==> config.mk <==
export PLATFORM = sky130hd
export DESIGN_NAME = integer_to_ascii_digits
export DESIGN_NICKNAME = d
export VERILOG_FILES = /design/src/sv/ita_pkg.sv /design/src/sv/ita_cell.sv /design/src/sv/integer_to_ascii_digits.sv
export SDC_FILE = /design/constraint.sdc
export NUM_CORES = 1
export LEC_CHECK = 0
export BUFFER_PORTS_ARGS = -buffer_cell sky130_fd_sc_hd__buf_2
export CORE_MARGIN = 1
export CORE_UTILIZATION = 60
export CTS_CLUSTER_DIAMETER = 40
export CTS_CLUSTER_SIZE = 12
export DETAILED_ROUTE_END_ITERATION = 6
export PLACE_DENSITY = 0.79
export SKIP_CTS_REPAIR_TIMING = 1
export SYNTH_ARGS = -nofsm -noshare
export SYNTH_HDL_FRONTEND = slang
export SYNTH_HIERARCHICAL = 1
export SYNTH_SLANG_ARGS = --single-unit
==> constraint.sdc <==
create_clock -name clk -period 5.8 [get_ports clk]
set_input_delay 0.58 -clock clk [delete_from_list [all_inputs] [get_ports clk]]
set_output_delay 0.58 -clock clk [all_outputs]
set_load 0.05 [all_outputs]
==> src/sv/ita_pkg.sv <==
// Shared types, constants and the digit-to-ASCII function for the integer-to-ASCII block.
// No dependencies. Used by ita_cell.sv and integer_to_ascii_digits.sv.
package ita_pkg;

	// Mode codes on the input channel
	localparam logic [2:0] MODE_SDEC = 3'd0;
	localparam logic [2:0] MODE_UDEC = 3'd1;
	localparam logic [2:0] MODE_OCT  = 3'd2;
	localparam logic [2:0] MODE_LHEX = 3'd3;
	localparam logic [2:0] MODE_UHEX = 3'd4;

	// Digit cells in the row: 11 octal digits cover 32 bits
	localparam int NCELL     = 11;
	localparam int CNT_W     = $clog2(NCELL + 1);
	localparam int VAL_W     = 32;
	localparam int BITCNT_W  = $clog2(VAL_W);

	localparam logic [7:0] CHAR_ZERO  = 8'h30;
	localparam logic [7:0] CHAR_MINUS = 8'h2d;
	localparam logic [7:0] CHAR_LA    = 8'h61;
	localparam logic [7:0] CHAR_UA    = 8'h41;

	typedef enum logic [1:0] {
		RADIX_DEC,
		RADIX_OCT,
		RADIX_HEX
	} radix_t;

	// Control broadcast from the sequencer to every cell
	typedef struct packed {
		logic   clear;
		logic   bit_shift;
		logic   digit_shift;
		radix_t radix;
	} cell_ctrl_t;

	function automatic logic [7:0] digit_char(input logic [3:0] d, input logic upper);
		logic [7:0] c;
		if (d < 4'd10) begin
			c = CHAR_ZERO + {4'd0, d};
		end else begin
			c = {4'd0, d} - 8'd10 + (upper ? CHAR_UA : CHAR_LA);
		end
		return c;
	endfunction

endpackage

==> src/sv/ita_cell.sv <==
// One digit cell of the conversion row: shift-and-correct for decimal, plain shift for
// octal and hex, whole-digit shift toward the top for emission. Depends on ita_pkg.
module ita_cell (
	input  logic               clk,
	input  ita_pkg::cell_ctrl_t ctrl,
	input  logic               bit_in,
	input  logic [3:0]         digit_in,
	output logic               bit_out,
	output logic [3:0]         digit_q
);
	import ita_pkg::*;

	logic [3:0] adj;

	// add-3 correction before the shift keeps decimal digits in 0..9
	always_comb begin
		adj = digit_q;
		if (ctrl.radix == RADIX_DEC && digit_q >= 4'd5) begin
			adj = digit_q + 4'd3;
		end
		case (ctrl.radix)
			RADIX_OCT: bit_out = digit_q[2];
			default:   bit_out = adj[3];
		endcase
	end

	always_ff @(posedge clk) begin
		if (ctrl.clear) begin
			digit_q <= 4'd0;
		end else if (ctrl.bit_shift) begin
			case (ctrl.radix)
				RADIX_OCT: digit_q <= {1'b0, digit_q[1:0], bit_in};
				default:   digit_q <= {adj[2:0], bit_in};
			endcase
		end else if (ctrl.digit_shift) begin
			digit_q <= digit_in;
		end
	end

endmodule

==> src/sv/integer_to_ascii_digits.sv <==
// Integer to ASCII digits: the value is shifted bit by bit, MSB first, through the digit-cell
// row, then the digits leave the top cell one at a time, with a minus sign first when negative;
// leading zero positions are scanned without output, and an output stall holds emission.
// A new input transfer is taken only once the previous item's last character has been
// loaded into the output register. Reset (arst_n low, asynchronous) empties the output
// and returns to idle. Depends on ita_pkg and ita_cell.
module integer_to_ascii_digits (
	input  logic       clk,
	input  logic       arst_n,
	input  logic       in_valid,
	output logic       in_ready,
	input  logic [31:0] value,
	input  logic [2:0] mode,
	output logic       out_valid,
	input  logic       out_ready,
	output logic [7:0] character,
	output logic       last
);
	import ita_pkg::*;

	typedef enum logic [1:0] {
		ST_IDLE,
		ST_CONV,
		ST_SIGN,
		ST_EMIT
	} state_t;

	state_t                state_q;
	logic [VAL_W-1:0]      mag_q;       // magnitude, fed into the row MSB first
	logic [BITCNT_W-1:0]   bit_cnt_q;
	logic [CNT_W-1:0]      dig_cnt_q;   // digit positions not yet scanned
	logic                  neg_q;
	logic                  upper_q;
	radix_t                radix_q;
	logic                  started_q;   // first nonzero digit already sent
	logic                  out_valid_q;
	logic [7:0]            character_q;
	logic                  last_q;

	cell_ctrl_t            ctrl;
	logic [NCELL-1:0]      bit_out;
	logic [3:0]            digit [NCELL];
	logic [3:0]            top_digit;
	logic                  adv_ok;
	logic                  emit_now;
	logic                  skip_now;
	logic                  sign_now;
	logic                  accept;
	radix_t                radix_d;

	assign in_ready  = (state_q == ST_IDLE);
	assign accept    = in_valid && in_ready;
	assign out_valid = out_valid_q;
	assign character = character_q;
	assign last      = last_q;

	// output register can take a new character this cycle
	assign adv_ok    = !out_valid_q || out_ready;
	assign top_digit = digit[NCELL-1];
	// leading zeros are dropped, except the units position which always goes out
	assign emit_now  = (state_q == ST_EMIT) && adv_ok &&
		(started_q || top_digit != 4'd0 || dig_cnt_q == CNT_W'(1));
	assign skip_now  = (state_q == ST_EMIT) && !started_q &&
		top_digit == 4'd0 && dig_cnt_q != CNT_W'(1);
	assign sign_now  = (state_q == ST_SIGN) && adv_ok;

	always_comb begin
		case (mode)
			MODE_OCT:             radix_d = RADIX_OCT;
			MODE_LHEX, MODE_UHEX: radix_d = RADIX_HEX;
			default:              radix_d = RADIX_DEC;
		endcase
	end

	always_comb begin
		ctrl.clear       = accept;
		ctrl.bit_shift   = (state_q == ST_CONV);
		ctrl.digit_shift = emit_now || skip_now;
		ctrl.radix       = radix_q;
	end

	// Cell row: bits ripple up one cell per shift during conversion, whole digits move
	// up one cell per step during emission; the top cell feeds the output.
	for (genvar i = 0; i < NCELL; i++) begin : g_cell
		logic       b_in;
		logic [3:0] d_in;
		if (i == 0) begin : g_first
			assign b_in = mag_q[VAL_W-1];
			assign d_in = 4'd0;
		end else begin : g_next
			assign b_in = bit_out[i-1];
			assign d_in = digit[i-1];
		end
		ita_cell u_cell (
			.clk      (clk),
			.ctrl     (ctrl),
			.bit_in   (b_in),
			.digit_in (d_in),
			.bit_out  (bit_out[i]),
			.digit_q  (digit[i])
		);
	end

	always_ff @(posedge clk or negedge arst_n) begin
		if (!arst_n) begin
			state_q     <= ST_IDLE;
			bit_cnt_q   <= '0;
			dig_cnt_q   <= '0;
			neg_q       <= 1'b0;
			started_q   <= 1'b0;
			out_valid_q <= 1'b0;
			upper_q     <= 1'b0;
			radix_q     <= RADIX_DEC;
		end else begin
			// drained and not refilled this cycle
			if (out_valid_q && out_ready && !emit_now && !sign_now) begin
				out_valid_q <= 1'b0;
			end
			case (state_q)
				ST_IDLE: begin
					if (in_valid) begin
						// most negative value wraps to its true magnitude
						neg_q     <= (mode == MODE_SDEC) && value[VAL_W-1];
						mag_q     <= ((mode == MODE_SDEC) && value[VAL_W-1]) ?
							(32'd0 - value) : value;
						radix_q   <= radix_d;
						upper_q   <= (mode == MODE_UHEX);
						bit_cnt_q <= '0;
						state_q   <= ST_CONV;
					end
				end
				ST_CONV: begin
					mag_q     <= {mag_q[VAL_W-2:0], 1'b0};
					bit_cnt_q <= bit_cnt_q + 1'b1;
					if (bit_cnt_q == BITCNT_W'(VAL_W - 1)) begin
						dig_cnt_q <= CNT_W'(NCELL);
						started_q <= 1'b0;
						state_q   <= neg_q ? ST_SIGN : ST_EMIT;
					end
				end
				ST_SIGN: begin
					if (sign_now) begin
						out_valid_q <= 1'b1;
						character_q <= CHAR_MINUS;
						last_q      <= 1'b0;
						state_q     <= ST_EMIT;
					end
				end
				ST_EMIT: begin
					if (emit_now) begin
						out_valid_q <= 1'b1;
						character_q <= digit_char(top_digit, upper_q);
						last_q      <= (dig_cnt_q == CNT_W'(1));
						started_q   <= 1'b1;
						dig_cnt_q   <= dig_cnt_q - 1'b1;
						if (dig_cnt_q == CNT_W'(1)) begin
							state_q <= ST_IDLE;
						end
					end else if (skip_now) begin
						dig_cnt_q <= dig_cnt_q - 1'b1;
					end
				end
				default: state_q <= ST_IDLE;
			endcase
		end
	end

	// no carry ever leaves the top cell: the row is wide enough for any radix
	a_no_overflow: assert property (@(posedge clk) disable iff (!arst_n)
		(state_q == ST_CONV) |-> !bit_out[NCELL-1])
		else $error("digit row overflow");

	// the scan count never runs out while digits remain to be sent
	a_cnt_live: assert property (@(posedge clk) disable iff (!arst_n)
		(state_q == ST_EMIT) |-> (dig_cnt_q != '0))
		else $error("digit count exhausted in emit");

	// an input transfer starts a fresh conversion
	a_start: assert property (@(posedge clk) disable iff (!arst_n)
		accept |=> (state_q == ST_CONV) && (bit_cnt_q == '0))
		else $error("conversion did not start");

	// a sign character never ends a run
	a_sign_not_last: assert property (@(posedge clk) disable iff (!arst_n)
		(out_valid && character == CHAR_MINUS) |-> !last)
		else $error("minus flagged as last");

endmodule
==> results.yml <==
status:
  status: "finished clean"
worst_setup_path:
  required_ps: 6020
  r2r_slack_ps: 2590
  ff2ff_path_depth: 7
  max_stage_delay_ps: 600
  critPathBufInv: 2
  path_class: "reg -> reg"
  crit_fanout: 43
  critPathCaptureType: "flop"
  crit_path_top_delay_cell: "a21oi_4"
  worst_ep_arrival_time_ps: 3430
  critPathLaunchType: "flop"
  path_delay_family: "buffers and inverters"
  crit_path_cell_trace: "ha_1 -> inv_1 -> a21oi_4 -> buf_4 -> mux2_2 -> mux2i_1 -> nor2_1"
  regToRegStartpoint: "state_q[0]$_DFFE_PN0P_"
  reg2reg_to: "g_cell[5].u_cell/digit_q[0]$_SDFFE_PP0P_"
cells_and_area:
  antennaDiodeCount: 0
  final_layout_size_suffix_gt1_frac: 0.160
  area_growth_pct: 9.66
  final_common_cell: "nor2_1"
  final_cell_mix: "nor2_1 (72), nand2_1 (64), inv_1 (50), buf_2 (49), o21ai_0 (45)"
  final_net_count: 956
sta:
  setup_viol: 0
  fmax_ghz: 0.312
  setup_tns_ps: 0
  finalClockSkew_ps: 7.03
  slew_headroom: 0.385
  hold_violations: 0
  period_needed_ps: 3210
  rsz0062_at_grt: "false"
  period_share: 0.553
  fin_ws_ps: 2590
  drv_slew: 0
  tightest_slew_ps: 923
routing:
  dr_total_vias: 6397
  wl_per_cell_um: 15.3
  drt-met1-wl_mm: 7.07
  top_layer: "met4"
  antenna_left: 0
  wl_met3_um: 681
  dr.first_iter.drc_count: 502
  wl_met2_mm: 8.11
  viasPerCell: 6.09
  route.detailed.drc: 0
  first_pass_iters: 5
  wl_mm: 16.1
floorplanning:
  floorplan.initialDensity: 0.618
  rows: 40
  die_y_um: 113
  fp.dieArea_mm2: 0.0129
  core_mm2: 0.0121
  die_x_um: 113
  ioPinCount: 50
clock_network:
  clock-sinks: 102
  numCtsBuffers: 9
  htree_num_levels: 3
  cts_tree: "yes"
  clock_latency_ps: 350
  clock_path_buffers: 2
  clkTransAtPathRegs_ps: 70
  cts-root-buf: "clkbuf_16"
power:
  power_w: 0.00438
  total_leakage_power_nw: 3.11
  pwr_density_cell_mw_per_mm2: 536
  vdd_drop_max_uv: 283
logic_synthesis:
  ys_warn_count: 6
  syn-cell-area_mm2: 0.00745
  netlist_instances: 836
  avgSynthCellArea_um2: 8.91
worst_hold_path:
  min_path_type: "in -> async"
global_routing:
  grt_pass1_vias: 6107
  grt_use_total: 0.262
  grt_max_degree: 87
  grt_first_pass_wirelength_mm: 27.8
  grt-ovfl-total: 0
  antenna_found_initial: 0
place:
  gp_congestion: 0.839
  portBuffers: 49
  dp_slack_ps: 2620
  dp_hpwl_mm: 10.9
flow_run:
  cap_violations: 0
state kept, by name, indices dropped and copies added (netlist names):
| signal | count |
|---|---|
| bit_cnt_q | 5 |
| character | 8 |
| dig_cnt_q | 4 |
| g_cell.u_cell/digit_q | 44 |
| last | 1 |
| mag_q | 32 |
| neg_q | 1 |
| out_valid | 1 |
| radix_q | 2 |
| started_q | 1 |
| state_q | 2 |
| upper_q | 1 |
routing by layer:
metal / global-route usage / vias up
met2: 0.465 / 176
met5: 0 / -
met4: 0.0728 / 0
met1: 0.323 / 3034
li1: - / 3165
met3: 0.0526 / 22
worst max-delay path by stage:
stage | endpoint | startpoint | slack [ps] | cells after the start
3_3_place_gp | g_cell[9].u_cell/digit_q[0]$_SDFFE_PP0P_ | g_cell[10].u_cell/digit_q[1]$_SDFFE_PP0P_ | 2760 | 9
5_1_grt | g_cell[5].u_cell/digit_q[0]$_SDFFE_PP0P_ | g_cell[10].u_cell/digit_q[1]$_SDFFE_PP0P_ | 2220 | 9
2_1_floorplan | g_cell[0].u_cell/digit_q[0]$_SDFFE_PP0P_ | g_cell[10].u_cell/digit_q[1]$_SDFFE_PP0P_ | 1020 | 8
3_5_place_dp | g_cell[5].u_cell/digit_q[0]$_SDFFE_PP0P_ | state_q[0]$_DFFE_PN0P_ | 2620 | 7
6_report | g_cell[5].u_cell/digit_q[0]$_SDFFE_PP0P_ | state_q[0]$_DFFE_PN0P_ | 2590 | 7
4_1_cts | g_cell[5].u_cell/digit_q[0]$_SDFFE_PP0P_ | g_cell[10].u_cell/digit_q[1]$_SDFFE_PP0P_ | 2600 | 9
area by class of cell:
class / instances / area, um^2
clock buffer: 9 / 225
fill: 953 / 3890
tap: 168 / 210
inverter: 51 / 191
multi-input combinational: 659 / 4640
timing repair buffer: 55 / 290
clock inverter: 7 / 72.6
sequential: 102 / 2540
power breakdown:
part	switching (W)	total (W)	internal [W]
logic	0.00140	0.00242	0.00102
clock network	0.000283	0.000619	0.000336
registers	0.000268	0.00134	0.00107
per-stage QoR:
step                      instance area, um^2  utilization  instances  hold WS (ps)
final                                    8170        0.677       1051           152
after global placement                   7870        0.653       1035           465
after CTS                                8170        0.677       1051           151
after global routing                     8170        0.677       1051           170
after floorplan                          7460            -        839           284
after detailed placement                 7870        0.653       1035           472
Power figures use the tool's default switching activity.
